**src/rtl/vcm_pkg.sv**
```systemverilog
// shared constants and types for the center of mass tracker
// no dependencies
`default_nettype none
package vcm_pkg;
	localparam int COORD_BITS   = 12;
	localparam int DENSITY_BITS = 16;
	localparam int FRAC_BITS    = 8;
	localparam int TOTAL_BITS   = 40;
	localparam int WSUM_BITS    = 48;
	localparam int CENTER_BITS  = COORD_BITS + FRAC_BITS;
	localparam int NUM_BITS     = WSUM_BITS + FRAC_BITS;
	localparam int QCNT_BITS    = $clog2(NUM_BITS + 1);
	localparam int FIFO_DEPTH   = 2;
	localparam logic REQ_ADD    = 1'b0;
	localparam logic REQ_REMOVE = 1'b1;

	typedef struct packed {
		logic                           req_type;
		logic signed [COORD_BITS-1:0]   cell_x;
		logic signed [COORD_BITS-1:0]   cell_y;
		logic signed [COORD_BITS-1:0]   cell_z;
		logic        [DENSITY_BITS-1:0] density;
	} req_t;

	typedef struct packed {
		logic signed [CENTER_BITS-1:0] center_x;
		logic signed [CENTER_BITS-1:0] center_y;
		logic signed [CENTER_BITS-1:0] center_z;
		logic                          center_valid;
		logic signed [TOTAL_BITS-1:0]  total_density;
		logic signed [TOTAL_BITS-1:0]  peak_density;
	} rsp_t;

	typedef enum logic [1:0] {
		ST_IDLE, ST_ACC, ST_DIV, ST_DONE
	} back_state_t;
endpackage
`default_nettype wire

```
**src/rtl/vcm_if.sv**
```systemverilog
// valid/ready channel interface for the tracker
// depends on vcm_pkg
`default_nettype none
interface vcm_req_if;
	logic            valid;
	logic            ready;
	vcm_pkg::req_t   payload;
	modport source (output valid, output payload, input ready);
	modport sink (input valid, input payload, output ready);
endinterface

interface vcm_rsp_if;
	logic            valid;
	logic            ready;
	vcm_pkg::rsp_t   payload;
	modport source (output valid, output payload, input ready);
	modport sink (input valid, input payload, output ready);
endinterface
`default_nettype wire

```
**src/rtl/vcm_front.sv**
```systemverilog
// front part: request queue between input channel and back part
// depends on vcm_pkg
`default_nettype none
module vcm_front (
	input  wire logic          clk,
	input  wire logic          arst_n,
	input  wire logic          in_valid,
	output logic               in_ready,
	input  wire vcm_pkg::req_t in_req,
	output logic               q_valid,
	input  wire logic          q_pop,
	output vcm_pkg::req_t      q_req
);
	localparam int PB = $clog2(vcm_pkg::FIFO_DEPTH);
	vcm_pkg::req_t        mem_q [vcm_pkg::FIFO_DEPTH];
	logic [PB-1:0]        wr_q, rd_q;
	logic [PB:0]          cnt_q;
	logic                 push;

	assign in_ready = (cnt_q != (PB+1)'(vcm_pkg::FIFO_DEPTH));
	assign push     = in_valid && in_ready;
	assign q_valid  = (cnt_q != '0);
	assign q_req    = mem_q[rd_q];

	always_ff @(posedge clk) begin
		if (push) mem_q[wr_q] <= in_req;
	end

	always_ff @(posedge clk or negedge arst_n) begin
		if (!arst_n) begin
			wr_q  <= '0;
			rd_q  <= '0;
			cnt_q <= '0;
		end else begin
			if (push) wr_q <= wr_q + 1'b1;
			if (q_pop) rd_q <= rd_q + 1'b1;
			cnt_q <= cnt_q + (PB+1)'(push) - (PB+1)'(q_pop);
		end
	end
endmodule
`default_nettype wire

```
**src/rtl/vcm_divider.sv**
```systemverilog
// restoring divider, one quotient bit per cycle, unsigned
// depends on vcm_pkg
`default_nettype none
module vcm_divider (
	input  wire logic                              clk,
	input  wire logic                              arst_n,
	input  wire logic                              start,
	input  wire logic [vcm_pkg::NUM_BITS-1:0]      num,
	input  wire logic [vcm_pkg::TOTAL_BITS-1:0]    den,
	output logic                                   done,
	output logic [vcm_pkg::NUM_BITS-1:0]           quot
);
	localparam int NB = vcm_pkg::NUM_BITS;
	localparam int TB = vcm_pkg::TOTAL_BITS;
	logic [NB-1:0]             quo_q;
	logic [TB:0]               rem_q;
	logic [TB-1:0]             den_q;
	logic [vcm_pkg::QCNT_BITS-1:0] cnt_q;
	logic                      busy_q;
	logic [TB:0]               shifted, diff;

	assign shifted = {rem_q[TB-1:0], quo_q[NB-1]};
	assign diff    = shifted - {1'b0, den_q};
	assign quot    = quo_q;

	always_ff @(posedge clk) begin
		if (start) begin
			quo_q <= num;
			rem_q <= '0;
			den_q <= den;
		end else if (busy_q) begin
			if (!diff[TB]) begin
				rem_q <= diff;
				quo_q <= {quo_q[NB-2:0], 1'b1};
			end else begin
				rem_q <= shifted;
				quo_q <= {quo_q[NB-2:0], 1'b0};
			end
		end
	end

	always_ff @(posedge clk or negedge arst_n) begin
		if (!arst_n) begin
			busy_q <= 1'b0;
			cnt_q  <= '0;
			done   <= 1'b0;
		end else begin
			done <= 1'b0;
			if (start) begin
				busy_q <= 1'b1;
				cnt_q  <= vcm_pkg::QCNT_BITS'(NB);
			end else if (busy_q) begin
				cnt_q <= cnt_q - 1'b1;
				if (cnt_q == vcm_pkg::QCNT_BITS'(1)) begin
					busy_q <= 1'b0;
					done   <= 1'b1;
				end
			end
		end
	end
endmodule
`default_nettype wire

```
**src/rtl/vcm_back.sv**
```systemverilog
// back part: accumulators, per-axis division sequencing, output register
// depends on vcm_pkg, vcm_divider
`default_nettype none
module vcm_back (
	input  wire logic          clk,
	input  wire logic          arst_n,
	input  wire logic          q_valid,
	output logic               q_pop,
	input  wire vcm_pkg::req_t q_req,
	output logic               out_valid,
	input  wire logic          out_ready,
	output vcm_pkg::rsp_t      out_rsp
);
	localparam int TB = vcm_pkg::TOTAL_BITS;
	localparam int WB = vcm_pkg::WSUM_BITS;
	localparam int NB = vcm_pkg::NUM_BITS;
	localparam int CB = vcm_pkg::CENTER_BITS;
	localparam int DB = vcm_pkg::DENSITY_BITS;
	localparam int PRB = vcm_pkg::COORD_BITS + DB + 1;

	vcm_pkg::back_state_t state_q, state_d;
	logic signed [TB-1:0] total_q, peak_q;
	logic signed [WB-1:0] wsum_q [3];
	logic [1:0]           axis_q;
	logic signed [CB-1:0] ctr_q [3];
	logic                 rsp_valid_q;
	vcm_pkg::rsp_t        rsp_q;

	logic                 start;
	logic                 div_done;
	logic [NB-1:0]        quot;
	logic signed [WB-1:0] cur_wsum;
	logic                 neg;
	logic [1:0]           div_axis;
	logic signed [WB-1:0] div_wsum;
	logic [WB-1:0]        div_mag;
	logic signed [DB:0]   delta;
	logic signed [PRB-1:0] prod_x, prod_y, prod_z;
	logic signed [TB-1:0] new_total;
	logic                 tot_pos;
	logic signed [CB-1:0] sat_ctr;

	assign delta     = (q_req.req_type == vcm_pkg::REQ_REMOVE) ?
		-$signed({1'b0, q_req.density}) : $signed({1'b0, q_req.density});
	assign prod_x    = q_req.cell_x * delta;
	assign prod_y    = q_req.cell_y * delta;
	assign prod_z    = q_req.cell_z * delta;
	assign new_total = total_q + TB'(delta);
	assign tot_pos   = !total_q[TB-1] && (total_q != '0);
	// sign of the axis whose quotient is coming back
	assign cur_wsum  = wsum_q[axis_q];
	assign neg       = cur_wsum[WB-1];
	// axis whose division is being started
	assign div_axis  = (state_q == vcm_pkg::ST_ACC || axis_q == 2'd2) ? 2'd0 :
		axis_q + 2'd1;
	assign div_wsum  = wsum_q[div_axis];
	assign div_mag   = div_wsum[WB-1] ? WB'(-div_wsum) : WB'(div_wsum);

	vcm_divider u_div (
		.clk(clk), .arst_n(arst_n), .start(start),
		.num({div_mag, {vcm_pkg::FRAC_BITS{1'b0}}}),
		.den(TB'(total_q)), .done(div_done), .quot(quot)
	);

	// saturate quotient into the signed center field
	always_comb begin
		if (neg) begin
			if (quot > NB'({1'b1, {(CB-1){1'b0}}})) sat_ctr = {1'b1, {(CB-1){1'b0}}};
			else sat_ctr = CB'(-quot);
		end else begin
			if (quot > NB'({1'b0, {(CB-1){1'b1}}})) sat_ctr = {1'b0, {(CB-1){1'b1}}};
			else sat_ctr = CB'(quot);
		end
	end

	always_comb begin
		state_d = state_q;
		q_pop   = 1'b0;
		start   = 1'b0;
		unique case (state_q)
			vcm_pkg::ST_IDLE: begin
				if (q_valid) begin
					q_pop   = 1'b1;
					state_d = vcm_pkg::ST_ACC;
				end
			end
			vcm_pkg::ST_ACC: begin
				if (tot_pos) begin
					start   = 1'b1;
					state_d = vcm_pkg::ST_DIV;
				end else begin
					state_d = vcm_pkg::ST_DONE;
				end
			end
			vcm_pkg::ST_DIV: begin
				if (div_done) begin
					if (axis_q == 2'd2) state_d = vcm_pkg::ST_DONE;
					else start = 1'b1;
				end
			end
			vcm_pkg::ST_DONE: begin
				if (!rsp_valid_q || out_ready) state_d = vcm_pkg::ST_IDLE;
			end
			default: state_d = vcm_pkg::ST_IDLE;
		endcase
	end

	always_ff @(posedge clk) begin
		if (state_q == vcm_pkg::ST_DIV && div_done) ctr_q[axis_q] <= sat_ctr;
		if (state_q == vcm_pkg::ST_DONE && (!rsp_valid_q || out_ready)) begin
			rsp_q.center_x      <= tot_pos ? ctr_q[0] : '0;
			rsp_q.center_y      <= tot_pos ? ctr_q[1] : '0;
			rsp_q.center_z      <= tot_pos ? ctr_q[2] : '0;
			rsp_q.center_valid  <= tot_pos;
			rsp_q.total_density <= total_q;
			rsp_q.peak_density  <= peak_q;
		end
	end

	always_ff @(posedge clk or negedge arst_n) begin
		if (!arst_n) begin
			state_q     <= vcm_pkg::ST_IDLE;
			total_q     <= '0;
			peak_q      <= '0;
			wsum_q[0]   <= '0;
			wsum_q[1]   <= '0;
			wsum_q[2]   <= '0;
			axis_q      <= '0;
			rsp_valid_q <= 1'b0;
		end else begin
			state_q <= state_d;
			if (state_q == vcm_pkg::ST_IDLE && q_valid) begin
				total_q   <= new_total;
				wsum_q[0] <= wsum_q[0] + WB'(prod_x);
				wsum_q[1] <= wsum_q[1] + WB'(prod_y);
				wsum_q[2] <= wsum_q[2] + WB'(prod_z);
				if (q_req.req_type == vcm_pkg::REQ_ADD && new_total > peak_q)
					peak_q <= new_total;
			end
			if (start) begin
				if (state_q == vcm_pkg::ST_ACC) axis_q <= '0;
				else axis_q <= axis_q + 1'b1;
			end
			if (state_q == vcm_pkg::ST_DONE && (!rsp_valid_q || out_ready))
				rsp_valid_q <= 1'b1;
			else if (out_ready)
				rsp_valid_q <= 1'b0;
		end
	end

	assign out_valid = rsp_valid_q;
	assign out_rsp   = rsp_q;
endmodule
`default_nettype wire

```
**src/rtl/voxel_center_of_mass_tracker.sv**
```systemverilog
// center of mass tracker: per request, three 56-bit divisions on one radix-2 divider
// when the total is positive, none otherwise
// one request is processed at a time; a two-entry queue takes requests meanwhile
// asynchronous active-low reset clears totals, sums, peak and all handshake state
`default_nettype none
module voxel_center_of_mass_tracker (
	input  wire logic  clk,
	input  wire logic  arst_n,
	vcm_req_if.sink    in_ch,
	vcm_rsp_if.source  out_ch
);
	// queue toward the back part
	logic          q_valid;
	logic          q_pop;
	vcm_pkg::req_t q_req;

	vcm_front u_front (
		.clk(clk), .arst_n(arst_n),
		.in_valid(in_ch.valid), .in_ready(in_ch.ready), .in_req(in_ch.payload),
		.q_valid(q_valid), .q_pop(q_pop), .q_req(q_req)
	);

	// accumulate, divide per axis, register the result
	vcm_back u_back (
		.clk(clk), .arst_n(arst_n),
		.q_valid(q_valid), .q_pop(q_pop), .q_req(q_req),
		.out_valid(out_ch.valid), .out_ready(out_ch.ready), .out_rsp(out_ch.payload)
	);
endmodule
`default_nettype wire

```
**src/flat_wrapper.sv**
```systemverilog
// flat-port wrapper written by rule: the top's interface ports become plain ports
module voxel_center_of_mass_tracker_flat 
  (clk, arst_n, in_ch_valid, in_ch_payload, in_ch_ready, out_ch_valid, out_ch_payload, out_ch_ready);
  vcm_req_if in_ch_i ();
  vcm_rsp_if out_ch_i ();
  input  wire logic clk;
  input  wire logic arst_n;
  input wire logic [$bits(in_ch_i.valid)-1:0] in_ch_valid;
  input wire logic [$bits(in_ch_i.payload)-1:0] in_ch_payload;
  output wire logic [$bits(in_ch_i.ready)-1:0] in_ch_ready;
  output wire logic [$bits(out_ch_i.valid)-1:0] out_ch_valid;
  output wire logic [$bits(out_ch_i.payload)-1:0] out_ch_payload;
  input wire logic [$bits(out_ch_i.ready)-1:0] out_ch_ready;
  assign in_ch_i.valid = in_ch_valid;
  assign in_ch_i.payload = in_ch_payload;
  assign in_ch_ready = in_ch_i.ready;
  assign out_ch_valid = out_ch_i.valid;
  assign out_ch_payload = out_ch_i.payload;
  assign out_ch_i.ready = out_ch_ready;
  voxel_center_of_mass_tracker u_core (.clk(clk), .arst_n(arst_n), .in_ch(in_ch_i), .out_ch(out_ch_i));
endmodule
```
**config.mk**
```make
export PLATFORM = sky130hd
export DESIGN_NAME = voxel_center_of_mass_tracker_flat
export DESIGN_NICKNAME = d
export VERILOG_FILES = /design/src/rtl/vcm_pkg.sv /design/src/rtl/vcm_if.sv /design/src/rtl/vcm_front.sv /design/src/rtl/vcm_divider.sv /design/src/rtl/vcm_back.sv /design/src/rtl/voxel_center_of_mass_tracker.sv /design/src/flat_wrapper.sv
export SDC_FILE = /design/constraint.sdc
export NUM_CORES = 2
export LEC_CHECK = 0
export ABC_AREA = 1
export BUFFER_PORTS_ARGS = -buffer_cell sky130_fd_sc_hd__buf_2
export CAP_MARGIN = 0
export CORE_MARGIN = 2
export CORE_UTILIZATION = 30
export CTS_BUF_LIST = sky130_fd_sc_hd__clkbuf_16
export DETAILED_ROUTE_END_ITERATION = 10
export GPL_ROUTABILITY_DRIVEN = 0
export HOLD_SLACK_MARGIN = 0.1
export SLEW_MARGIN = 5
export SYNTH_ARGS = -nofsm -noshare
export SYNTH_HDL_FRONTEND = slang
export SYNTH_SLANG_ARGS = --single-unit
```
**constraint.sdc**
```tcl
create_clock -name clk -period 20 [get_ports clk]
set_input_delay 0 -clock clk [delete_from_list [all_inputs] [get_ports clk]]
set_output_delay 0 -clock clk [all_outputs]
set_load 0.02 [all_outputs]
```
---- Yosys cells after proc, flatten, opt, wreduce, memory -nomap -nowiden ----
Memory sizes are Yosys's and may differ from the RTL's. A register that Yosys moved wholly into a read port is not among the register bits.
Index checks and enable logic that the tools add are counted.
operators by class
  $add $sub $neg .......................... 14
  multipliers ............................. 3
  $lt $le $gt $ge ......................... 5
  equality and inequality tests ........... 10
  multiplexer cells ....................... 43
  bitwise logic cells ..................... 3
  reductions and logical operators ........ 20
operators with widths
  kind                    count
  $mux W48                5
  $bmux W48 S2            2
  $add A48 B29 Y48        3
  $mux W56                2
  $mul A12 B17 Y29        3
  $mux W20                3
  $gt A56 B19 Y1 const B  1
  $gt A56 B20 Y1 const B  1
  $neg A48 Y48            1
  $sub A41 B40 Y41        1
  $add A40 B17 Y40        1
  $gt A40 B40 Y1          1
  $mux W40                1
  $reduce_bool A40 Y1     1
  $neg A20 Y20            1
  $mux W1                 19
  $mux W17                1
  $neg A16 Y17            1
  $mux W2                 6
  $mux W6                 2
  $ne A2 B2 Y1 const B    4
  $pmux W2 S4             1
  $eq A2 B2 Y1 const B    3
  $eq A6 B1 Y1 const B    1
  other kinds (18)        33
storage, ports and cells
  register bits after elaboration ......... 458
  RAM bits ................................ 166
  output and inout bits ................... 143
  word-level logic and storage cells ...... 121
  memories kept ........................... 2
memories
  name                  words  width  rd ports  clocked after Yosys merged registers in  wr ports  line             source
  u_core.u_front.mem_q  2      53     1         0                                        1         vcm_front.sv:15  vcm_pkg::req_t mem_q [vcm_pkg::FIFO_DEPTH];
  u_core.u_back.ctr_q   3      20     3         3                                        1         vcm_back.sv:25   logic signed [CB-1:0] ctr_q [3];

---- Logic depth before layout (Yosys ltp) ----
  word-level depth ........................ 10
  mapped depth ............................ 47
  gate-level depth less buffers ........... 43

---- By module ----
Synthesis repeated with hierarchy kept, for this count alone.
unflattened totals
  cells, all modules ...................... 8715
  area total of the unflattened synthesis .. 72178.0 µm²
modules (own cells, without submodules)
  module       instances  cells each  area each (µm²)  seq. area each (µm²)
  vcm_back     1          7221        58805.1          11766.3
  vcm_divider  1          1302        9091.2           3883.7
  vcm_front    1          192         4281.6           3283.1

---- Worst setup path after synthesis ----
Ideal clock, no wire load.
  path kind ............................... flip-flop to flip-flop
  start ................................... register u_core.u_front.rd_q
  end ..................................... register u_core.u_back.wsum_q[40] (netlist bit)
  library setup time ...................... 0.131 ns
  data arrival time ....................... 8.524 ns
  data required time ...................... 19.869 ns
  setup slack ............................. 11.345 ns
  cell stages (with the launch flop) ...... 37
  path through ............................ dfrtp_1 -> buf_6 -> buf_6 -> nand2_1 -> nand2_2 -> inv_1 -> buf_1 -> ha_1 -> nand3_1 -> nor2_1 -> nand2_1 -> inv_1 -> nand4_1 -> nand2_1 -> o21ai_1 -> clkbuf_1 -> nand2_1 -> fa_1 -> inv_1 -> fa_1 -> fa_1 -> fa_1 -> fa_1 -> ha_1 -> ha_1 -> a21oi_1 -> inv_1 -> nor2_1 -> o21ai_0 -> nand2_1 -> o211ai_1 -> a21oi_1 -> o21ai_0 -> a21o_1 -> or2_2 -> nand3_1 -> o21ai_0
between the ends
  cells in the longest elaborated chain, start to end .. 5
RTL lines
  item                      line             source
  start: declaration        vcm_front.sv:16  logic [PB-1:0] wr_q, rd_q;
  start signal: assignment  vcm_front.sv:36  if (q_pop) rd_q <= rd_q + 1'b1;
  $mem_v2 Z2 W53 *          n/a
  $neg A16 Y17              vcm_back.sv:44   -$signed({1'b0, q_req.density}) : $signed({1'b0, q_req.density});
  $mux W17                  vcm_back.sv:43   assign delta = (q_req.req_type == vcm_pkg::REQ_REMOVE) ?
  $mul A12 B17 Y29 *        vcm_back.sv:47   assign prod_z = q_req.cell_z * delta;
  $add A48 B29 Y48 *        vcm_back.sv:136  wsum_q[2] <= wsum_q[2] + WB'(prod_z);
  end: declaration          vcm_back.sv:23   logic signed [WB-1:0] wsum_q [3];
Every way passes the cells marked *; elsewhere a longest branch is shown, timed or not.
A chain may end at the register's enable or synchronous reset.

---- Final worst setup path ----
  start ................................... register u_core.u_front.rd_q
  end ..................................... register u_core.u_back.wsum_q[134] (netlist bit)
between the ends
  cells in the longest elaborated chain, start to end .. 5
RTL lines
  item                line             source
  $mem_v2 Z2 W53 *    n/a
  $neg A16 Y17        vcm_back.sv:44
  $mux W17            vcm_back.sv:43
  $mul A12 B17 Y29 *  vcm_back.sv:45   assign prod_x = q_req.cell_x * delta;
  $add A48 B29 Y48 *  vcm_back.sv:134  wsum_q[0] <= wsum_q[0] + WB'(prod_x);
Marked as above.

==> results.sh <==
export IMPL_grt_max_degree=82
export IMPL_synth_top_area_cell="fa_1"
export IMPL_port_buffers=199
export IMPL_initial_core_util=0.301
export IMPL_fin_nets=9430
export IMPL_final_util=0.338
export IMPL_ys_flop_type="edfxtp_1"
export IMPL_drive_above_1_share=0.0764
export IMPL_hpwl_mm=164
export IMPL_ys_types=78
export IMPL_via_per_inst=4.91
export IMPL_ys_seq_area_frac=0.276
export IMPL_fp_dieW_um=482
export IMPL_setup_viol=0
export IMPL_synthSimpleGateAreaFrac=0.174
export IMPL_synth_top_family_by_area="adder cells"
export IMPL_antenna_found_initial=11
export IMPL_ys_seq_elements=684
export IMPL_synth_area_per_cell_um2=8.83
export IMPL_grt_pass1_wl_mm=328
export IMPL_areaGrowthSynthToFinish_pct=12.2
export IMPL_worstHoldPathCells=2
export IMPL_crit_path_frequent_cell="nand2_1"
export IMPL_track_usage=0.183
export IMPL_skew_ns=0.0557
export IMPL_netlist_top_cells_area="fa_1 (26%), edfxtp_1 (17%), dfrtp_1 (8.8%), ha_1 (8.7%), nand2_1 (8.4%)"
export IMPL_endpoint_kind="flip-flop"
export IMPL_cts_setup_buffers=0
export IMPL_io_pin_count=200
export IMPL_cts_buffers=80
export IMPL_synth_nets=9166
export IMPL_met2_usage=0.283
export IMPL_synthArstFlopShare=0.352
export IMPL_cts_root_buf="clkbuf_16"
export IMPL_yosysMostFrequentCell="nand2_1"
export IMPL_cts_tree="done"
export IMPL_clk_latency_ns=0.74
export IMPL_cts_sinks=684
export IMPL_drc=0
export IMPL_use_met3=0.0403
export IMPL_grt_pass1_vias=56423
export IMPL_cap_violations=0
export IMPL_clockBufferDepth=3
export IMPL_tns_ns=0
export IMPL_synth_xor_area_frac=0.0219
export IMPL_hold_buffers=110
export IMPL_via_count=54487
export IMPL_drt_iter0_markers=5013
export IMPL_gr_total_overflow=0
export IMPL_cp_arrival_ns=10.63
export IMPL_cts_resized=0
export IMPL_synth_top_cell_area_share=0.259
export IMPL_ys_warnings_count=0
export IMPL_wl_mm=210
export IMPL_clk_pin_slew_ns=0.07
export IMPL_wire_per_inst_um=19.0
export IMPL_synthAdderAreaFrac=0.346
export IMPL_first_pass_iters=6
export IMPL_grt_busiest_layer="met2"
export IMPL_fp_coreArea_um2=227000
export IMPL_synth_compound_area_share=0.0907
export IMPL_synthesis_area_um2=68400
export IMPL_synth_edf_count=395
export IMPL_die_area_um2=232000
export IMPL_antenna_left=0
export IMPL_period_share=0.503
export IMPL_synth_common_cells="nand2_1 (1,525), inv_1 (1,384), fa_1 (884), nor2_1 (778), ha_1 (476)"
export IMPL_num_rows=175
export IMPL_cp_start_kind="flip-flop"
export IMPL_slew_viol_final=0
export IMPL_max_stage_delay_ns=0.89
export IMPL_relSlewSlack=0.190
export IMPL_gr_usage_met1=0.248
export IMPL_synthMuxAreaShare=0.000585
export IMPL_reg2reg_depth=29
export IMPL_crit_required_ns=20.57
export IMPL_netlist_instances=7749
export IMPL_worstPathMaxFanout=24
export IMPL_worst_setup_path_type="reg -> reg"
export IMPL_htreeDepth=3
export IMPL_status="completed"
export IMPL_hold_violations=0
export IMPL_die_h_um=482
export IMPL_holdCritPathClass="in -> reg"
export IMPL_rsz0062_at_grt="false"
export IMPL_worst_pin_slew_ns=1.21
export IMPL_timing_fmax_mhz=99.4
export IMPL_slowest_stage="nand2_1"
export IMPL_period_needed_ns=10.06
[flip-flops by register name (all words and copies together) (netlist names)]
signal                      count
u_core.u_front.cnt_q            2
u_core.u_back.u_div.done        1
u_core.u_front.wr_q             1
u_core.u_back.u_div.quot       56
u_core.u_back.u_div.den_q      40
u_core.u_back.u_div.cnt_q       6
u_core.u_back.axis_q            2
u_core.u_back.ctr_q            60
u_core.u_back.peak_q           40
u_core.u_back.out_rsp         141
u_core.u_front.mem_q          106
u_core.u_back.out_valid         1
u_core.u_front.rd_q             1
u_core.u_back.u_div.busy_q      1
u_core.u_back.u_div.rem_q      40
u_core.u_back.total_q          40
u_core.u_back.wsum_q          144
u_core.u_back.state_q           2
[final timing paths]
kind | startpoint | endpoint | slack (ns)
min | in_ch_payload[39] | u_core.u_front.mem_q[0][39] | 0.24
max | u_core.u_front.rd_q | u_core.u_back.wsum_q[134] | 9.94
min reg2reg | u_core.u_back.peak_q[2] | u_core.u_back.out_rsp[2] | 0.44
max reg2reg | u_core.u_front.rd_q | u_core.u_back.wsum_q[134] | 9.94
max in group asynchronous | arst_n | u_core.u_back.wsum_q[137] | 17.71
min in group asynchronous | arst_n | u_core.u_back.peak_q[35] | 0.48
[critical path: cells and delay by family, from the launching register on]
family	cells	cell delay (ns)
fa+ha+maj	7	3.42
simple gates	11	2.50
flops	1	0.60
buf+inv	5	1.45
compound gates	6	1.90
[metal layers]
layer  share of wire  wire [um]
met1            0.43      90500
met5         0.00026         54
met2            0.44      92000
met3           0.090      18800
met4           0.042       8870
[area by class of cell]
cell class	count	area (um^2)
Multi-Input combinational cell	5442	43400
Inverter	1412	5310
Fill cell	23314	150000
Clock inverter	67	668
Clock buffer	80	2000
Antenna cell	5	12.5
Sequential cell	684	18900
Timing Repair Buffer	393	2760
Tap cell	3009	3760
[logic make-up (layout without fill, tap and decap cells)]
| kind of cell | Yosys count | in the layout |
|---|---|---|
| flops | 684 | 684 |
| other cells | 0 | 5 |
| fa+ha+maj | 1360 | 1360 |
| simple gates | 2838 | 2838 |
| mux | 4 | 4 |
| compound gates | 1074 | 1074 |
| buf+inv | 1623 | 1952 |
| xor+xnor | 166 | 166 |
[cell usage in the layout, fill, tap and decap left out, types with 13 or more instances in the layout]
cell,instances
a21o_1,13
or2_2,54
xor2_1,84
o211ai_1,27
a21oi_1,321
nand3b_1,18
a22oi_2,15
o21bai_1,16
o21ai_1,111
fa_1,883
xnor2_1,76
edfxtp_1,395
inv_2,25
dfrtp_1,240
a31oi_1,66
buf_2,198
clkbuf_16,80
o21a_1,36
nor2_2,14
buf_4,84
nand2_1,1523
nand3_1,211
dfxtp_1,48
nor4_1,28
o21ai_0,359
nor3_1,59
nand2_2,29
and2_1,16
nand4_1,51
ha_1,476
nor2_1,773
inv_1,1396
o22ai_1,28
dlygate4sd3_1,109
clkinv_1,20
[per-stage QoR]
stage | hold WS, ns | instance area, um^2 | worst slack [ns] | cells
global route | 0.218 | 76700 | 9.31 | 11088
finish | 0.237 | 76700 | 9.94 | 11092
global placement | 0.0483 | 72900 | 10.19 | 10830
floorplan | -0.296 | 68400 | 11.35 | 7749
detailed placement | 0.0539 | 72900 | 10.08 | 10830
CTS | 0.178 | 76700 | 9.96 | 11087
Power is left out: the tool's default activity adds up to more than one toggle a clock period on the data nets, which glitch-free logic cannot reach.
